$ cat config.mk
export PLATFORM = sky130hd
export DESIGN_NAME = circle_outline_rasterizer
export DESIGN_NICKNAME = d
export VERILOG_FILES = /design/src/hw/rtl/crc_pkg.sv /design/src/hw/rtl/crc_front.sv /design/src/hw/rtl/crc_fifo.sv /design/src/hw/rtl/crc_back.sv /design/src/hw/rtl/circle_outline_rasterizer.sv
export SDC_FILE = /design/constraint.sdc
export NUM_CORES = 1
export LEC_CHECK = 0
export ABC_AREA = 1
export BUFFER_PORTS_ARGS = -buffer_cell sky130_fd_sc_hd__buf_2
export CAP_MARGIN = 20
export CORE_ASPECT_RATIO = 1.5
export CORE_MARGIN = 1
export CORE_UTILIZATION = 55
export CTS_CLUSTER_DIAMETER = 60
export CTS_CLUSTER_SIZE = 10
export DETAILED_ROUTE_END_ITERATION = 12
export PLACE_DENSITY_LB_ADDON = 0.25
export SYNTH_ARGS = -nofsm -noshare
export SYNTH_HDL_FRONTEND = slang
export SYNTH_SLANG_ARGS = --single-unit
$ cat constraint.sdc
create_clock -name clk -period 7.5 [get_ports clk]
set_input_delay 1.125 -clock clk [delete_from_list [all_inputs] [get_ports clk]]
set_output_delay 1.125 -clock clk [all_outputs]
set_load 0.1 [all_outputs]
$ cat src/hw/rtl/crc_pkg.sv
// Shared constants and types for the circle outline rasterizer.
`default_nettype none
package crc_pkg;

	localparam int COORD_BITS = 8;
	localparam int STEP_BITS  = COORD_BITS + 1;
	localparam int DEC_BITS   = COORD_BITS + 4;
	localparam int COLOR_BITS = 24;
	localparam int PIX_PER_STEP = 8;
	localparam int PIX_IDX_BITS = $clog2(PIX_PER_STEP);
	localparam int FIFO_DEPTH = 2;
	localparam int FIFO_PTR_BITS = $clog2(FIFO_DEPTH);
	localparam int FIFO_CNT_BITS = $clog2(FIFO_DEPTH + 1);

	localparam logic ACT_START = 1'b0;
	localparam logic ACT_STEP  = 1'b1;

	// one step worth of work for the emit side
	typedef struct packed {
		logic [COORD_BITS-1:0] cen_col;
		logic [COORD_BITS-1:0] cen_row;
		logic [COORD_BITS-1:0] x;
		logic [COORD_BITS-1:0] y;
		logic [COLOR_BITS-1:0] color;
		logic                  done;
	} step_rec_t;

	typedef struct packed {
		logic full;
		logic empty;
	} fifo_stat_t;

endpackage
`default_nettype wire

$ cat src/hw/rtl/crc_front.sv
// Front end: takes start/step items, runs the Andres iterator, queues step records.
`default_nettype none
module crc_front (
	input  wire logic                               clk,
	input  wire logic                               arst_n,
	input  wire logic                               in_valid,
	output logic                                    in_ready,
	input  wire logic                               action,
	input  wire logic [crc_pkg::COORD_BITS-1:0]     center_col,
	input  wire logic [crc_pkg::COORD_BITS-1:0]     center_row,
	input  wire logic [crc_pkg::COORD_BITS-1:0]     radius,
	input  wire logic [crc_pkg::COLOR_BITS-1:0]     color,
	input  wire crc_pkg::fifo_stat_t                fifo_stat,
	output logic                                    push,
	output crc_pkg::step_rec_t                      push_rec
);

	localparam int SW = crc_pkg::STEP_BITS;
	localparam int DW = crc_pkg::DEC_BITS;
	localparam int CW = crc_pkg::COORD_BITS;

	logic                  active_q;
	logic [CW-1:0]         cen_col_q;
	logic [CW-1:0]         cen_row_q;
	logic [CW-1:0]         radius_q;
	logic [crc_pkg::COLOR_BITS-1:0] color_q;
	logic signed [SW-1:0]  step_x_q;
	logic signed [SW-1:0]  step_y_q;
	logic signed [DW-1:0]  dec_q;

	logic                  accept;
	logic                  live;
	logic signed [DW-1:0]  xe, ye, re;
	logic signed [DW-1:0]  dec_nx;
	logic signed [SW-1:0]  x_nx, y_nx;
	logic                  done_nx;

	assign in_ready = !fifo_stat.full;
	assign accept   = in_valid && in_ready;
	assign live     = active_q && (step_y_q >= step_x_q);

	always_comb begin
		xe = DW'(step_x_q);
		ye = DW'(step_y_q);
		re = $signed({{(DW-CW){1'b0}}, radius_q});
		if (dec_q >= (xe <<< 1)) begin
			dec_nx = dec_q - ((xe <<< 1) + DW'(1));
			x_nx   = step_x_q + SW'(1);
			y_nx   = step_y_q;
		end else if (dec_q < ((re - ye) <<< 1)) begin
			dec_nx = dec_q + ((ye <<< 1) - DW'(1));
			x_nx   = step_x_q;
			y_nx   = step_y_q - SW'(1);
		end else begin
			dec_nx = dec_q + ((ye - xe - DW'(1)) <<< 1);
			x_nx   = step_x_q + SW'(1);
			y_nx   = step_y_q - SW'(1);
		end
		done_nx = (y_nx < x_nx);
	end

	assign push = accept && (action == crc_pkg::ACT_STEP) && live;

	always_comb begin
		push_rec.cen_col = cen_col_q;
		push_rec.cen_row = cen_row_q;
		push_rec.x       = step_x_q[CW-1:0];
		push_rec.y       = step_y_q[CW-1:0];
		push_rec.color   = color_q;
		push_rec.done    = done_nx;
	end

	always_ff @(posedge clk or negedge arst_n) begin
		if (!arst_n) begin
			active_q  <= 1'b0;
			cen_col_q <= '0;
			cen_row_q <= '0;
			radius_q  <= '0;
			color_q   <= '0;
			step_x_q  <= '0;
			step_y_q  <= '0;
			dec_q     <= '0;
		end else if (accept) begin
			if (action == crc_pkg::ACT_START) begin
				active_q  <= 1'b1;
				cen_col_q <= center_col;
				cen_row_q <= center_row;
				radius_q  <= radius;
				color_q   <= color;
				step_x_q  <= '0;
				step_y_q  <= $signed({1'b0, radius});
				dec_q     <= $signed({{(DW-CW){1'b0}}, radius}) - DW'(1);
			end else if (!live) begin
				active_q <= 1'b0;
			end else begin
				step_x_q <= x_nx;
				step_y_q <= y_nx;
				dec_q    <= dec_nx;
				if (done_nx)
					active_q <= 1'b0;
			end
		end
	end

endmodule
`default_nettype wire

$ cat src/hw/rtl/crc_fifo.sv
// Short queue of step records between the front end and the pixel emitter.
`default_nettype none
module crc_fifo (
	input  wire logic                clk,
	input  wire logic                arst_n,
	input  wire logic                push,
	input  wire crc_pkg::step_rec_t  push_rec,
	input  wire logic                pop,
	output crc_pkg::step_rec_t       head_rec,
	output crc_pkg::fifo_stat_t      stat
);

	localparam int PW = crc_pkg::FIFO_PTR_BITS;
	localparam int NW = crc_pkg::FIFO_CNT_BITS;

	crc_pkg::step_rec_t   mem_q [crc_pkg::FIFO_DEPTH];
	logic [PW-1:0]        wr_ptr_q;
	logic [PW-1:0]        rd_ptr_q;
	logic [NW-1:0]        count_q;

	assign head_rec   = mem_q[rd_ptr_q];
	assign stat.full  = (count_q == NW'(crc_pkg::FIFO_DEPTH));
	assign stat.empty = (count_q == '0);

	always_ff @(posedge clk) begin
		if (push)
			mem_q[wr_ptr_q] <= push_rec;
	end

	always_ff @(posedge clk or negedge arst_n) begin
		if (!arst_n) begin
			wr_ptr_q <= '0;
			rd_ptr_q <= '0;
			count_q  <= '0;
		end else begin
			if (push)
				wr_ptr_q <= (wr_ptr_q == PW'(crc_pkg::FIFO_DEPTH - 1)) ? '0 : wr_ptr_q + PW'(1);
			if (pop)
				rd_ptr_q <= (rd_ptr_q == PW'(crc_pkg::FIFO_DEPTH - 1)) ? '0 : rd_ptr_q + PW'(1);
			if (push && !pop)
				count_q <= count_q + NW'(1);
			else if (pop && !push)
				count_q <= count_q - NW'(1);
		end
	end

endmodule
`default_nettype wire

$ cat src/hw/rtl/crc_back.sv
// Back end: expands each step record into its eight symmetric pixels.
`default_nettype none
module crc_back (
	input  wire logic                            clk,
	input  wire logic                            arst_n,
	input  wire crc_pkg::step_rec_t              head_rec,
	input  wire crc_pkg::fifo_stat_t             fifo_stat,
	output logic                                 pop,
	output logic                                 out_valid,
	input  wire logic                            out_ready,
	output logic [crc_pkg::COORD_BITS-1:0]       pixel_col,
	output logic [crc_pkg::COORD_BITS-1:0]       pixel_row,
	output logic [crc_pkg::COLOR_BITS-1:0]       pixel_color,
	output logic                                 last_of_step,
	output logic                                 circle_done
);

	localparam int CW = crc_pkg::COORD_BITS;
	localparam int KW = crc_pkg::PIX_IDX_BITS;

	logic [KW-1:0]  pix_q;
	logic           out_valid_q;
	logic [CW-1:0]  col_q, row_q;
	logic [crc_pkg::COLOR_BITS-1:0] color_q;
	logic           last_q, done_q;

	logic           load;
	logic           last_pix;
	logic [CW-1:0]  du, dv, col_nx, row_nx;

	assign load     = !fifo_stat.empty && (!out_valid_q || out_ready);
	assign last_pix = (pix_q == KW'(crc_pkg::PIX_PER_STEP - 1));
	assign pop      = load && last_pix;

	// bit 0 swaps x/y, bit 1 mirrors the column, bit 2 mirrors the row
	always_comb begin
		du     = pix_q[0] ? head_rec.y : head_rec.x;
		dv     = pix_q[0] ? head_rec.x : head_rec.y;
		col_nx = pix_q[1] ? head_rec.cen_col - du : head_rec.cen_col + du;
		row_nx = pix_q[2] ? head_rec.cen_row - dv : head_rec.cen_row + dv;
	end

	always_ff @(posedge clk or negedge arst_n) begin
		if (!arst_n) begin
			pix_q       <= '0;
			out_valid_q <= 1'b0;
		end else begin
			if (load) begin
				pix_q       <= last_pix ? '0 : pix_q + KW'(1);
				out_valid_q <= 1'b1;
			end else if (out_ready) begin
				out_valid_q <= 1'b0;
			end
		end
	end

	always_ff @(posedge clk) begin
		if (load) begin
			col_q   <= col_nx;
			row_q   <= row_nx;
			color_q <= head_rec.color;
			last_q  <= last_pix;
			done_q  <= last_pix && head_rec.done;
		end
	end

	assign out_valid    = out_valid_q;
	assign pixel_col    = col_q;
	assign pixel_row    = row_q;
	assign pixel_color  = color_q;
	assign last_of_step = last_q;
	assign circle_done  = done_q;

endmodule
`default_nettype wire

$ cat src/hw/rtl/circle_outline_rasterizer.sv
// Top level of the circle outline rasterizer: front end, step queue and pixel emitter.
// The first pixel of a step is registered in the step queue, then in the output register.
// One pixel per cycle leaves the output register while out_ready is high and a step
// is queued, eight pixels per step; start items and idle steps give no pixels.
// The front end takes a new item each cycle while the two-entry step queue has room.
// Reset (arst_n low): idle, queue empty, output invalid, iterator state cleared.
`default_nettype none
module circle_outline_rasterizer (
	input  wire logic                             clk,
	input  wire logic                             arst_n,
	input  wire logic                             in_valid,
	output logic                                  in_ready,
	input  wire logic                             action,
	input  wire logic [crc_pkg::COORD_BITS-1:0]   center_col,
	input  wire logic [crc_pkg::COORD_BITS-1:0]   center_row,
	input  wire logic [crc_pkg::COORD_BITS-1:0]   radius,
	input  wire logic [crc_pkg::COLOR_BITS-1:0]   color,
	output logic                                  out_valid,
	input  wire logic                             out_ready,
	output logic [crc_pkg::COORD_BITS-1:0]        pixel_col,
	output logic [crc_pkg::COORD_BITS-1:0]        pixel_row,
	output logic [crc_pkg::COLOR_BITS-1:0]        pixel_color,
	output logic                                  last_of_step,
	output logic                                  circle_done
);

	crc_pkg::fifo_stat_t fifo_stat;
	crc_pkg::step_rec_t  push_rec;
	crc_pkg::step_rec_t  head_rec;
	logic                push;
	logic                pop;

	crc_front u_front (
		.clk        (clk),
		.arst_n     (arst_n),
		.in_valid   (in_valid),
		.in_ready   (in_ready),
		.action     (action),
		.center_col (center_col),
		.center_row (center_row),
		.radius     (radius),
		.color      (color),
		.fifo_stat  (fifo_stat),
		.push       (push),
		.push_rec   (push_rec)
	);

	crc_fifo u_fifo (
		.clk      (clk),
		.arst_n   (arst_n),
		.push     (push),
		.push_rec (push_rec),
		.pop      (pop),
		.head_rec (head_rec),
		.stat     (fifo_stat)
	);

	crc_back u_back (
		.clk          (clk),
		.arst_n       (arst_n),
		.head_rec     (head_rec),
		.fifo_stat    (fifo_stat),
		.pop          (pop),
		.out_valid    (out_valid),
		.out_ready    (out_ready),
		.pixel_col    (pixel_col),
		.pixel_row    (pixel_row),
		.pixel_color  (pixel_color),
		.last_of_step (last_of_step),
		.circle_done  (circle_done)
	);

endmodule
`default_nettype wire
# == After elaboration in Yosys (flattened, before gate mapping) ==
# Memory sizes are Yosys's and may differ from the RTL's.
# Cells that the tools add are included.
# Widths: inputs -> output; s select.
# op_classes
addsub,20
magnitude_cmp,4
eq_ne,4
n_mux,27
n_bitwise,1
reduce_logical,21
# op_table
op,count
$mux 9,7
$mux 12,4
$mux 8,4
$add 12x12->12,2
$sub 9x9->10,2
$add 8x8->8,2
$sub 8x8->8,2
$ge 12x10->1,1
$lt 12x12->1,1
$sub 12x12->12,1
$add 10x2->11 const B,1
$sub 10x2->11 const B,1
$sub 11x2->11 const B,1
$add 9x2->9 const B,1
$ge 9x9->1,1
$logic_and 1x1->1,9
$lt 9x9->1,1
$mux 1,9
$sub 8x1->9 const B,1
$sub 9x2->9 const B,1
$reduce_and 2->1,3
$logic_not 1->1,5
$mux 2,2
$reduce_bool 2->1,2
12 further kinds,13
# word_totals
register_bits,129
mem_bits_rw,114
in_bits,53
out_inout_bits,44
word_cells,96
memories,1
# mem_list
memory,depth,word_bits,read_ports,rd_clocked_by_memory_dff,write_ports,line,source
u_fifo.mem_q,2,57,1,0,1,crc_fifo.sv:16,crc_pkg::step_rec_t mem_q [crc_pkg::FIFO_DEPTH];

# == Logic depth before layout (Yosys ltp) ==
# Gate-level depths: netlist of run 1.
# depth
ltp_word,9
ltp_mapped,38
depth_no_buf,37

# == Hierarchy ==
# From an unflattened synthesis of run 1, not the netlist that was laid out.
# hier_totals
cells_unflattened,1314
hier_area_um2,13736.9
# modules_own_cells
module,instances,cells_each,area_each_um2,seq_area_each_um2
crc_front,1,826,6636.4,1976.9
crc_fifo,1,202,4395.5,3523.4
crc_back,1,286,2705.1,1361.3

# == Worst setup path after synthesis of run 1 ==
# Ideal clock, no wire load.
# synth_timing
kind,input-to-reg
start,input port action
end,"memory u_fifo.mem_q[0][0] in the netlist's numbering, enable pin"
setup_ns,0.472
arrival_ns,4.318
t_required_ns,7.028
slack_ns,2.710
cell_stages,6
n_path_buf,2
path_cell_list,buf_2 clkinv_1 nor2_1 nand2_2 buf_2 nor2_1
# synth_via
elab_chain_cells,4
# synth_rtl
element,line,source
from (decl),circle_outline_rasterizer.sv:13,"input wire logic action,"
$logic_and 1x1->1 (2 in series),crc_front.sv:62,assign push = accept && (action == crc_pkg::ACT_STEP) && live;
$mux 1,crc_fifo.sv:26,if (push)
$mux 1 (not written as such),crc_fifo.sv:27,mem_q[wr_ptr_q] <= push_rec;
to (decl),crc_fifo.sv:16,
# No other way between the ends.

# == Worst setup path after layout of run 1 ==
# layout_timing
start,register u_front.step_y_q[0]
end,register u_front.active_q
# layout_via
elab_chain_cells,7
word_cells_on_any_way,13
cone_classes,2 x add/sub; 3 x order compare; 1 x eq/ne; 5 x mux; 2 x reduce/logical
# layout_rtl
element,line,source
from (decl),crc_front.sv:28,logic signed [SW-1:0] step_y_q;
from (signal assigned),crc_front.sv:91,"step_y_q <= $signed({1'b0, radius});"
from (signal assigned),crc_front.sv:97,step_y_q <= y_nx;
$sub 9x9->10,crc_front.sv:50,end else if (dec_q < ((re - ye) <<< 1)) begin
$lt 12x12->1,crc_front.sv:50,
$mux 9,crc_front.sv:50,
$mux 9,crc_front.sv:46,if (dec_q >= (xe <<< 1)) begin
$lt 9x9->1,crc_front.sv:59,done_nx = (y_nx < x_nx);
$ne 3x3->1 (no source line),-,
$reduce_and 2->1 (no source line),-,
to (signal assigned),crc_front.sv:75,active_q <= 1'b0;
to (signal assigned),crc_front.sv:85,active_q <= 1'b1;
to (signal assigned),crc_front.sv:94,active_q <= 1'b0;
to (decl),crc_front.sv:22,logic active_q;
# Several ways; a longest one is shown, not always the timed one.
# A chain may end at the register's enable or synchronous reset.

==> summary by stage, run 1 <==
Timing
The relative max-transition margin is 35.1%. Based on the critical path, the design can be clocked at up to 197 MHz. The number of max-slew violations in the final report is 0. The routed design could run at a clock period as short as 5070 ps. The total negative slack for setup checks is 0 ps.

The final-report setup violation count is 0. The measured slew at the worst slew-check pin is 972 ps. The number of hold violations in the final report is 0. The worst-case setup margin in the final layout is 2430 ps. Clock skew on the completed layout was measured at 19.0 ps. Dividing the final minimum period by the clock period gives 67.6%.

Setup repair after global routing left no endpoint under its margin.

Global routing
The aggregate global-route resource usage is 26.0%. The met2 routing resource usage after global routing is 47.1%. Entering global routing, the biggest net connects 60 pins. The first global-routing pass estimated 49.8 mm of wire. The number of global-route vias before repair is 9734. For this run, global-route usage on met1 was measured as 28.3%. The number of antenna violations at the first check in global routing was 0. The layer flagged by global routing as most heavily used is met2. Summed over all layers, the global routing overflow is 0. The met3 layer usage reported by global route is 2.81%.

Final layout
Compared with the post-synthesis result, the final layout area differs by 12.3%. Leaving out fill and tap cells, the most frequent cell in the layout is sky130_fd_sc_hd__nand2_1. The count of nets after finishing is 1622.

Leaving out fill and tap cells, the most frequent cells in the layout are sky130_fd_sc_hd__nand2_1, sky130_fd_sc_hd__edfxtp_1, sky130_fd_sc_hd__inv_1. The post-route standard cell area excluding fillers is 0.0151 mm2. The share of post-route cells with drive strength above 1 is 14.3%. The filler cells instantiated in the layout total 2005.

Once layout is complete, the utilization of the core stands at 63.4%. The number of diodes added for antenna fixing is 0.

Clocking
CTS built an H-tree with a depth of 1. TritonCTS built the clock tree. Once the clock tree was built, the resizer swapped 0 gates to a different size. The number of clock sinks seen by CTS is 243. The clock transition at the registers of the reported paths is 60 ps.

Buffers added to address setup during post-CTS repair amount to 0. Buffers inserted to repair hold after CTS numbered 0. The cell sitting at the root of the clock tree is a sky130_fd_sc_hd__clkbuf_16.

The clock passes through at most 3 buffers. Counting the buffers created by CTS gives 29. The clock latency on the worst-skew pair is 560 ps.

Floorplan
The region available for standard cell placement spans 0.0238 mm2. The die covers 0.0251 mm2. The placement row count is 69. During I/O placement, the number of pins put on the boundary was 97. The width of the chip is 130 um. The y dimension of the die is 194 um. Once the floorplan was initialized, standard cells occupied 56.5% of the core.

Drt
The routed length per instance is 17.4 um. The number of vias per cell after detailed routing is 5.43. The DRC violation count after routing is 0. For this block, the initial DRC count from the detailed router was 411. In this run the remaining antenna-violating nets after routing total 0. Summing over every cut layer, the via total after detailed routing is 9852. The first detailed-routing pass took 6 iterations. The final layout contains routed wiring with a total length of 31.5 mm.

Placed design
The cell area after placement is 0.0143 mm2. The worst-case setup slack after placement is 2470 ps. The final weighted congestion in routability-driven placement is 0.951. Once detailed placement completed, the half-perimeter wirelength came to 23.1 mm.

The quantity of I/O buffers inserted on ports is 96.

Flow run
The tool flagged a number of max-cap violations equal to 0.

Setup path
The type of the setup path with the least slack is reg -> reg. STA puts the critical path data arrival time at 5470 ps. At the worst endpoint, the required time is 7900 ps. The capturing element type of the critical path is a flip-flop.

The cell type of the slowest stage on the worst timing path is sky130_fd_sc_hd__dfrtp_1. The most common cell type on the critical path is sky130_fd_sc_hd__nand2_1. The critical path startpoint category is a flip-flop. In this design, the stage delay of the slowest critical-path cell is 440 ps. The maximum fanout along the worst path is 11.

Synthesis
The number of unique standard cell types used by synthesis is 50. The average size of a mapped cell is 9.83 um2. Synthesis handed over a netlist of 1370 instances. The Yosys step of the flow raised 0 warnings. The register bit total from synthesis is 243.

The share of the Yosys chip area taken by registers is 51.0%. The cell area after technology mapping is 0.0135 mm2. When the netlist entered floorplanning its net count stood at 1519.

Run status
The run finished with clean final reports.

Worst hold path
The path class of the tightest hold or removal check is reg -> reg.
-- final cells by class --
type	instances	area (um2)	share of cell area [%]
sequential	243	6860	45.4
multi-input combinational	962	5970	39.5
clock buffer	49	801	5.30
timing repair buffer	104	543	3.59
inverter	133	499	3.30
tap	319	399	2.64
clock inverter	4	45.0	0.298
-- stage by stage --
step / hold slack, ps / cells
2_1_floorplan: 437 / 1370
3_3_place_gp: 438 / 1761
3_5_place_dp: 451 / 1761
4_1_cts: 461 / 1814
5_1_grt: 474 / 1814
6_report: 460 / 1814
-- cells by family after synthesis --
kind of cell,Yosys count,synth area share [%]
xor gates and xnor gates,85,5.70
adders and majority gates,96,9.31
and+or+nand+nor,526,16.4
AOI/OAI and AO/OA,204,8.51
muxes,51,4.17
buffers and inverters,165,4.93
DFF,243,51.0
-- path summary, 6_finish.rpt --
kind,slack (ps),cells past startpoint,startpoint,end
max,2430,33,u_front.step_y_q[0],u_front.active_q
min,460,0,u_front.cen_col_q[7],u_fifo.mem_q[0][56]
max reg2reg,2430,33,u_front.step_y_q[0],u_front.active_q
min reg2reg,460,0,u_front.cen_col_q[7],u_fifo.mem_q[0][56]
max in group asynchronous,5800,2,arst_n,u_fifo.rd_ptr_q
min in group asynchronous,490,1,arst_n,u_front.color_q[9]
-- critical path, delay by kind of cell, from the launching register on --
family | cells | cell delay (ps)
AO/OA/AOI/OAI | 9 | 1450
XOR/XNOR | 2 | 380
adder cells (fa/ha/maj) | 4 | 1140
buffers and inverters | 2 | 140
flip-flops | 1 | 440
AND/OR/NAND/NOR | 16 | 1370
-- routing by layer --
layer  wire length [um]  vias up
li1                   -     4855
met1              11600     4640
met2              16700      250
met3               1080      107
met4               2130        0
met5                  0        -
-- state kept, by name, summed over array words and instances, names as in the netlist, 2 cells and up --
| register | cells |
|---|---|
| u_fifo.mem_q | 114 |
| u_back.pixel_color | 24 |
| u_front.color_q | 24 |
| u_front.dec_q | 12 |
| u_front.step_x_q | 9 |
| u_front.step_y_q | 9 |
| u_back.pixel_col | 8 |
| u_back.pixel_row | 8 |
| u_front.cen_col_q | 8 |
| u_front.cen_row_q | 8 |
| u_front.radius_q | 8 |
| u_back.pix_q | 3 |
| u_fifo.count_q | 2 |
-- cell usage after synthesis, drive strengths merged --
cell / instances / share of area [%]
a21o: 3 / 0.17
fa: 7 / 1.0
a21boi: 3 / 0.17
nand4: 11 / 0.51
edfxtp: 156 / 35
o22ai: 15 / 0.79
o2111ai: 3 / 0.20
a22oi: 3 / 0.17
nor4: 1 / 0.16
ha: 89 / 8.3
mux2i: 10 / 0.74
buf: 21 / 0.92
o221ai: 2 / 0.13
nor2: 75 / 2.2
mux2: 41 / 3.4
nand2: 365 / 10
nor3: 12 / 0.57
o31ai: 2 / 0.11
a211oi: 1 / 0.056
xnor2: 19 / 1.2
inv: 132 / 3.7
clkbuf: 11 / 0.31
xor2: 66 / 4.5
o211ai: 2 / 0.11
a21oi: 72 / 2.7
o21ai: 83 / 3.1
clkinv: 1 / 0.028
a221oi: 1 / 0.065
a31oi: 8 / 0.37
dfrtp: 87 / 16
or2: 6 / 0.28
nand3b: 6 / 0.33
o21bai: 6 / 0.33
nand3: 50 / 1.9
Power of run 1 is left out: the tool's default activity adds up to more than one toggle a clock period on the data nets, which glitch-free logic cannot reach.
==> inputs of run 2 (changes only) <==
- ABC_AREA: 1 -> 0
- clock period: 7.5 -> 4.5 ns (I/O delays scaled with it)
==> run 2 against run 1 <==
  * The flow now finishes with violations (setup timing)
  * Cell count fell by 13%
  * Worst setup slack worse by 2900 ps
  * Count of clock-buffer cells in the layout is 1 higher
  * Via count is 8.6% lower
  * Worst hold slack got worse by 210 ps
  * First-iteration DRC count up 22%
  * Non-clock buffer count is 70 higher
  * Sequential share of layout area shrank 1.3 points
  * Register-to-register slack got worse by 2900 ps
  * Fmax increased by 2.6%
  * Critical path type unchanged
  * Critical endpoint unchanged
  * Largest cell class unchanged
==> summary by stage, run 2 <==
Global routing
The number of antenna violations at the first check in global routing is 0 (unchanged). The aggregate global-route resource usage is 26.1% (+0.055 points). The largest net degree at the start of global routing is 62 (+3.3%). The number of global-route vias before repair is 9399 (-3.4%).

The wire length of the first global-routing pass came to 48.8 mm (-2.1%). The total grt overflow is 0 (unchanged).

Drt
The initial DRC count came to 503 (+22%). The DRC violation count after routing came to 0 (unchanged). The total via count in the routed design is 9007 (-8.6%). The routed length per instance is 19.5 um (+12%). The length of the first detailed-routing pass in iterations is 5 (-1).

The sum of routed wire length over all layers came to 30.8 mm (-2.4%). The post-route antenna net violation count came to 0 (unchanged). The number of vias per cell after detailed routing is 5.70 (+5.0%).

Synthesis
The number of warnings printed during yosys synthesis is 0 (unchanged). The cell area after technology mapping is 0.0132 mm2 (-2.0%). The average size of a mapped cell is 12.4 um2 (+27%). Ranked by instance count, the synthesized netlist is headed by sky130_fd_sc_hd__edfxtp_1, sky130_fd_sc_hd__ha_1, sky130_fd_sc_hd__dfrtp_1.

The fraction of registers with async set or reset after synthesis was 35.8% (unchanged). The most common cell in the netlist is sky130_fd_sc_hd__edfxtp_1. The post-synthesis cell count is 1061 (-23%). The fraction of post-synthesis cell area in the top cell type by area is 35.5% (+0.71 points). By area the synthesized netlist is led by sky130_fd_sc_hd__edfxtp_1, sky130_fd_sc_hd__dfrtp_1, sky130_fd_sc_hd__ha_1. The number of synthesized flops with an enable pin is 156 (unchanged). The largest area contributor in the netlist is sky130_fd_sc_hd__edfxtp_1. The sequential-to-total area share from yosys stat is 52.0% (+1.0 points). The register bit total from synthesis came to 243 (unchanged).

The synthesized netlist net count was 1210 (-20%). The commonest register cell after synthesis is sky130_fd_sc_hd__edfxtp_1. The number of unique standard cell types used by synthesis is 67 (+34%).

Run status
The flow ran to the end, but the final reports show violations. The checks that failed: setup timing.

Floorplan
The width of the chip is 128 um (-0.99%). The starting utilization of the core area is 55.8% (-0.73 points). The area of the core is 0.0237 mm2 (-0.72%). The number of primary I/O pins came to 97 (unchanged).

The y dimension of the die is 192 um (-1.0%). The die footprint is 0.0246 mm2 (-2.0%). The placement row count is 69 (unchanged).

Final layout
The post-route standard cell area excluding fillers is 0.0156 mm2 (+2.9%). The sequential cell area is 0.00686 mm2 (unchanged). The most common library cell in the layout ignoring fill and taps is sky130_fd_sc_hd__edfxtp_1. Relative to the synthesized area, the layout overhead comes to 18.0%. In the layout the commonest cells are sky130_fd_sc_hd__edfxtp_1, sky130_fd_sc_hd__buf_2, sky130_fd_sc_hd__mux2_2, sky130_fd_sc_hd__ha_1, sky130_fd_sc_hd__dfrtp_1. The count of nets after finishing is 1386 (-15%). The flip-flop count of the largest register after layout came to 114 (unchanged). The area of the multi-input gates is 0.00615 mm2 (+3.1%). More flip-flops sit in one register than any other, and that register is u_fifo.mem_q.

The layout filler cell count came to 1836 (-8.4%). The share of post-route cells with drive strength above 1 came to 27.5% (+13 points). The number of diodes added for antenna fixing is 0 (unchanged).

Clocking
The clock latency on the worst-skew pair was 550 ps (about the same). The number of clock sinks seen by CTS was 243 (unchanged). The root buffer cell chosen for the clock tree is sky130_fd_sc_hd__clkbuf_16. TritonCTS built the clock tree. The largest buffer count on any clock path was 3 (unchanged). The TritonCTS buffer count was 29 (unchanged). The number of H-tree levels is 1 (unchanged). The clock transition at the registers of the reported paths is 50 ps (about the same).

Setup path
The arrival time of data at the critical path endpoint came to 5360 ps (-110 ps). STA classifies the critical path startpoint as a flip-flop. The worst register-to-register path begins at u_front.radius_q[0]. The startpoint of the worst setup timing path is u_front.radius_q[0]. STA classifies the critical path endpoint as a flip-flop. The maximum single-stage delay on the critical path is 370 ps (-70 ps). The count of cells along the worst register-to-register path is 28 (-15%). The type of the setup path with the least slack is reg -> reg. The cell type of the slowest stage on the worst timing path is sky130_fd_sc_hd__dfrtp_1. Counting stages on the worst path, the most repeated cell is sky130_fd_sc_hd__nand4_1. The maximum fanout along the worst path came to 4 (-7). The data required time of the worst path is 4920 ps (-2980 ps).

Placed design
The cell area after placement is 0.0146 mm2 (+2.1%). The final HPWL from detailed placement was 22.2 mm (-3.8%). The quantity of I/O buffers inserted on ports came to 96 (unchanged). The final weighted congestion in routability-driven placement was 0.955 (+0.39%).

Timing
The setup clock skew after layout came to 15.2 ps (-3.75 ps). The fraction of the cycle the final worst path needs is 110% (+42 points). The clock period minus worst slack is 4940 ps (-128 ps). The relative max-transition margin is 40.7% (+5.5 points). Setup repair after global routing could not meet its margin everywhere. The final-report setup violation count came to 3 (+3). The number of hold violations in the final report is 0 (unchanged).

The highest clock frequency the design can meet was 202 MHz (+2.6%). The worst-case setup margin in the final layout is -441 ps (-2870 ps). The measured slew at the worst slew-check pin is 890 ps (-82.1 ps).

The number of max-slew violations in the final report is 0 (unchanged).

Worst hold path
The type of the tightest min-delay check is in -> async.

Flow run
The total of max-cap violations was 0 (unchanged).
-- run 2: cell type report --
type	instances	share of cell area [%]
sequential	243	44.1
tap	319	2.56
clock inverter	4	0.209
multi-input combinational	738	39.5
clock buffer	50	5.17
inverter	51	1.23
timing repair buffer	174	7.21
-- run 2: final timing paths --
path,to,slack (ps)
min in group clk,u_back.out_valid,350
setup reg to reg,u_front.active_q,-440
hold reg to reg,u_fifo.mem_q[0][12],460
max in group asynchronous,u_front.cen_row_q[0],3310
hold / removal,u_front.color_q[15],250
setup / recovery,u_front.active_q,-440
-- run 2: metal layers --
layer	wire [um]	vias to the layer above	GRT usage (%)
met3	1350	90	3.59
met5	0	-	0
li1	-	4290	-
met1	11400	4385	28.4
met2	15900	242	46.5
met4	2060	0	18.2
-- run 2: cell families (layout without fill, tap and decap cells) --
logic type,Yosys count,after routing,share of synthesized area (%)
flip-flops,243,243,52.0
AND/OR/NAND/NOR,198,198,7.20
adder cells (fa/ha/maj),96,96,9.50
multiplexers,121,121,11.3
AO/OA/AOI/OAI,215,215,10.4
buffers and inverters,80,279,2.34
XOR/XNOR,108,108,7.23
-- run 2: stage by stage --
step | utilization, % | hold slack [ps] | TNS [ps] | setup slack, ps | instances
final | 65.8 | 246 | -1280 | -441 | 1579
after global routing | 65.8 | 307 | -2420 | -792 | 1579
after CTS | 65.4 | 276 | -1040 | -362 | 1574
after detailed placement | 61.6 | 453 | -1400 | -480 | 1514
after global placement | 61.6 | 443 | -1000 | -345 | 1514
after floorplan | - | 379 | -501 | -190 | 1061
-- run 2: critical path, delay by kind of cell, from the launching register on --
kind	cells	cell delay (ps)
xor+xnor	2	270
buf+inv	4	420
flops	1	370
fa+ha+maj	4	1150
mux	1	280
compound gates	11	1700
simple gates	6	650
-- run 2: repair_timing --
item	CTS	global route
hold buffers	0	0
gates resized for setup	5	14
pin swaps	23	26
cloned	0	0
setup buffers	6	5
setup endpoints to repair	3	7
Power of run 2 is left out for the same reason.
==> inputs of run 3 (changes only) <==
- RECOVER_POWER: not set -> 100
- SYNTH_HIERARCHICAL: not set -> 1
==> run 3 against run 2 <==
  * The run ends with capacitance limit, slew limit, setup timing left
  * Sequential share of layout area is 0.21 points lower
  * Cell count is 1.9% higher
  * Sequential cell count stayed put
  * Synthesized cell count is 5.9% higher
  * Via count is 2.7% higher
  * Utilization is 1.8 points lower
  * First-iteration DRC count is 7.2% higher
==> summary by stage, run 3 <==
Synthesis
The average size of a mapped cell was 12.2 um2 (-1.9%). The commonest register cell after synthesis is sky130_fd_sc_hd__edfxtp_1. In the post-synthesis netlist, the biggest area contributors are sky130_fd_sc_hd__edfxtp_1, sky130_fd_sc_hd__dfrtp_1, sky130_fd_sc_hd__ha_1. The sequential-to-total area share from yosys stat is 50.0% (-2.0 points).

The synthesized netlist net count is 1281 (+5.9%). The post-synthesis cell count was 1124 (+5.9%). The register bit total from synthesis is 243 (unchanged). The fraction of post-synthesis cell area in the top cell type by area is 34.2% (-1.4 points). The most common cell in the netlist is sky130_fd_sc_hd__edfxtp_1. The largest area contributor in the netlist is sky130_fd_sc_hd__edfxtp_1. The number of synthesized flops with an enable pin is 156 (unchanged). The fraction of registers with async set or reset after synthesis is 35.8% (unchanged). The commonest cells after synthesis are sky130_fd_sc_hd__edfxtp_1, sky130_fd_sc_hd__inv_1, sky130_fd_sc_hd__ha_1.

The number of warnings printed during yosys synthesis is 6 (+6). The cell area after technology mapping is 0.0137 mm2 (+4.0%). The number of unique standard cell types used by synthesis is 76 (+13%).

Floorplan
The number of primary I/O pins came to 97 (unchanged). The width of the chip is 131 um (+1.9%). The area of the core was 0.0244 mm2 (+3.3%). The starting utilization of the core area came to 56.1% (+0.36 points). The y dimension of the die is 195 um (+1.9%).

The placement row count is 70 (+1.4%). The die footprint was 0.0256 mm2 (+3.9%).

Setup path
The capturing element type of the critical path is a flip-flop. By instance count, the cell type seen most on the critical path is sky130_fd_sc_hd__a21oi_2. The number of buffer and inverter instances along the worst setup path is 3 (-1). The setup slack on the worst flop-to-flop path is -510 ps (-70 ps). The count of cells along the worst register-to-register path came to 28 (unchanged). In this run the critical register-to-register path is launched from u_front/radius_q[0]. The arrival time of data at the critical path endpoint came to 5430 ps (+70 ps). The critical path startpoint category is a flip-flop.

The maximum single-stage delay on the critical path is 370 ps (about the same). The kind of cell with the highest combined delay along the critical path is compound AO/OA/AOI/OAI gates. The slowest stage of the critical path is the sky130_fd_sc_hd__dfrtp_1 cell. The data required time of the worst path was 4920 ps (about the same). The maximum fanout along the worst path was 4 (unchanged). The destination of the worst register-to-register timing path is u_front/active_q. The type of the setup path with the least slack is reg -> reg.

Placed design
The final weighted congestion in routability-driven placement came to 0.979 (+2.5%). The final HPWL from detailed placement is 22.4 mm (+0.80%). The quantity of I/O buffers inserted on ports is 96 (unchanged). The worst-case setup slack after placement is -485 ps (-5.24 ps).

Final layout
The area added between synthesis and finish is 14.0%. The number of diodes added for antenna fixing was 0 (unchanged). More flip-flops sit in one register than any other, and that register is u_fifo/mem_q.

The flip-flop count of the largest register after layout is 114 (unchanged). The share of post-route cells with drive strength above 1 is 21.6% (-5.9 points). Leaving out fill and tap cells, the most frequent cells in the layout are sky130_fd_sc_hd__edfxtp_1, sky130_fd_sc_hd__inv_1, sky130_fd_sc_hd__ha_1. The final core area utilization is 64.0% (-1.8 points). The layout filler cell count is 1890 (+2.9%).

The count of nets after finishing was 1419 (+2.4%). The library cell used most frequently in the layout, excluding fill and tap cells, is sky130_fd_sc_hd__edfxtp_1.

Timing
Setup repair after global routing could not meet its margin everywhere. The number of hold violations in the final report is 0 (unchanged). The final hold slack is 360 ps (+114 ps).

The clock period minus worst slack came to 5010 ps (+68.7 ps). The highest clock frequency the design can meet is 200 MHz (-1.4%). The fraction of the cycle the final worst path needs is 111% (+1.5 points). The worst-case setup margin in the final layout is -509 ps (-68.7 ps). The final-report setup violation count was 3 (unchanged). The setup clock skew after layout is 10.2 ps (-5.03 ps).

The relative max-transition margin is -114% (-150 points). The number of max-slew violations in the final report is 100 (+100). The measured slew at the worst slew-check pin was 3210 ps (+2320 ps).

Clocking
The clock latency on the worst-skew pair is 540 ps (about the same). The clock transition at the registers of the reported paths is 60 ps (about the same). The largest buffer count on any clock path is 3 (unchanged). The clock tree from TritonCTS is done. The TritonCTS buffer count came to 29 (unchanged). The tree is rooted in a sky130_fd_sc_hd__clkbuf_16. The number of clock sinks seen by CTS is 243 (unchanged). The number of H-tree levels is 1 (unchanged). The hold buffer count at cts is 0 (unchanged).

Drt
The sum of routed wire length over all layers came to 31.7 mm (+3.0%). The DRC violation count after routing is 0 (unchanged). The total via count in the routed design is 9246 (+2.7%). The length of the first detailed-routing pass in iterations is 5 (unchanged). The initial DRC count is 539 (+7.2%). The post-route antenna net violation count is 0 (unchanged). The number of vias per cell after detailed routing was 5.75 (+0.74%). The routed length per instance was 19.7 um (+1.1%).

Global routing
The wire length of the first global-routing pass is 49.4 mm (+1.3%). The number of global-route vias before repair is 9501 (+1.1%). The total grt overflow was 0 (unchanged).

The largest net degree at the start of global routing is 58 (-6.5%). The number of antenna violations at the first check in global routing is 0 (unchanged). The aggregate global-route resource usage is 25.5% (-0.63 points).

Worst hold path
The type of the tightest min-delay check is in -> reg. The terminating pin of the worst hold path is u_back/out_valid. The hold path depth is 2.

The worst min-delay path startpoint is out_ready.

Run status
The flow ran to the end, but the final reports show violations. The final reports fail on capacitance limit, slew limit, setup timing.

Flow run
The total of max-cap violations is 2 (+2).
-- run 3: changes by cell type after synthesis, moves of 10 or more --
cell	before	now
sky130_fd_sc_hd__mux4_2	14	0
sky130_fd_sc_hd__xnor2_1	74	44
sky130_fd_sc_hd__inv_1	51	98
sky130_fd_sc_hd__nand3_1	7	18
sky130_fd_sc_hd__nor2_1	61	40
sky130_fd_sc_hd__mux2_4	0	20
sky130_fd_sc_hd__nand2_1	56	45
sky130_fd_sc_hd__o21ai_0	52	42
sky130_fd_sc_hd__buf_4	1	19
-- run 3: kinds of logic after synthesis --
logic type	synth area share, %
flops	50.0
xor+xnor	5.44
compound gates	11.5
buf+inv	4.92
simple gates	6.81
mux	11.4
fa+ha+maj	9.87
-- run 3: how the worst max path moves through the flow --
stage,startpoint,end,cells past startpoint
floorplan,u_front/step_y_q[0],u_fifo/mem_q[0][0],26
detailed placement,u_front/radius_q[0],u_front/active_q,28
finish,u_front/radius_q[0],u_front/active_q,28
global placement,u_front/radius_q[0],u_front/active_q,28
CTS,u_front/radius_q[0],u_front/active_q,28
global route,u_front/radius_q[0],u_fifo/mem_q[1][0],28
-- run 3: per-stage QoR --
stage | setup TNS (ps) | area (um2) | cells
after floorplan | -659 | 13800 | 1124
after global placement | -960 | 14800 | 1542
after detailed placement | -1410 | 14800 | 1542
after CTS | -1150 | 15800 | 1604
after global routing | -2460 | 15600 | 1609
final | -1520 | 15600 | 1609
-- run 3: area by class of cell --
class / instances / area, um2 / area share, %
clock buffer: 50 / 805 / 5.14
timing repair buffer: 156 / 830 / 5.30
sequential: 243 / 6860 / 43.9
inverter: 98 / 368 / 2.35
clock inverter: 4 / 67.6 / 0.432
tap: 324 / 405 / 2.59
multi-input combinational: 734 / 6300 / 40.3
-- run 3: timing repair --
item | 4_1_cts | 5_1_grt
endpoints found under the setup margin | 3 | 4
pin swaps | 10 | 11
buffers inserted | 8 | 5
gates resized for setup | 7 | 9
-- run 3: worst reg2reg max path, delay by kind of cell (launching register included) --
family                   cells  cell delay [ps]
AO/OA/AOI/OAI               12             1740
XOR/XNOR                     2              260
adder cells (fa/ha/maj)      4             1110
buffers and inverters        3              260
flip-flops                   1              370
AND/OR/NAND/NOR              7             1170
-- run 3: per-layer routing --
metal | part of all wire, % | global-route usage, %
met5 | 0 | 0
met1 | 37 | 28.2
met2 | 52 | 45.5
met3 | 4.2 | 3.23
met4 | 6.9 | 15.4
Power of run 3 is left out for the same reason.
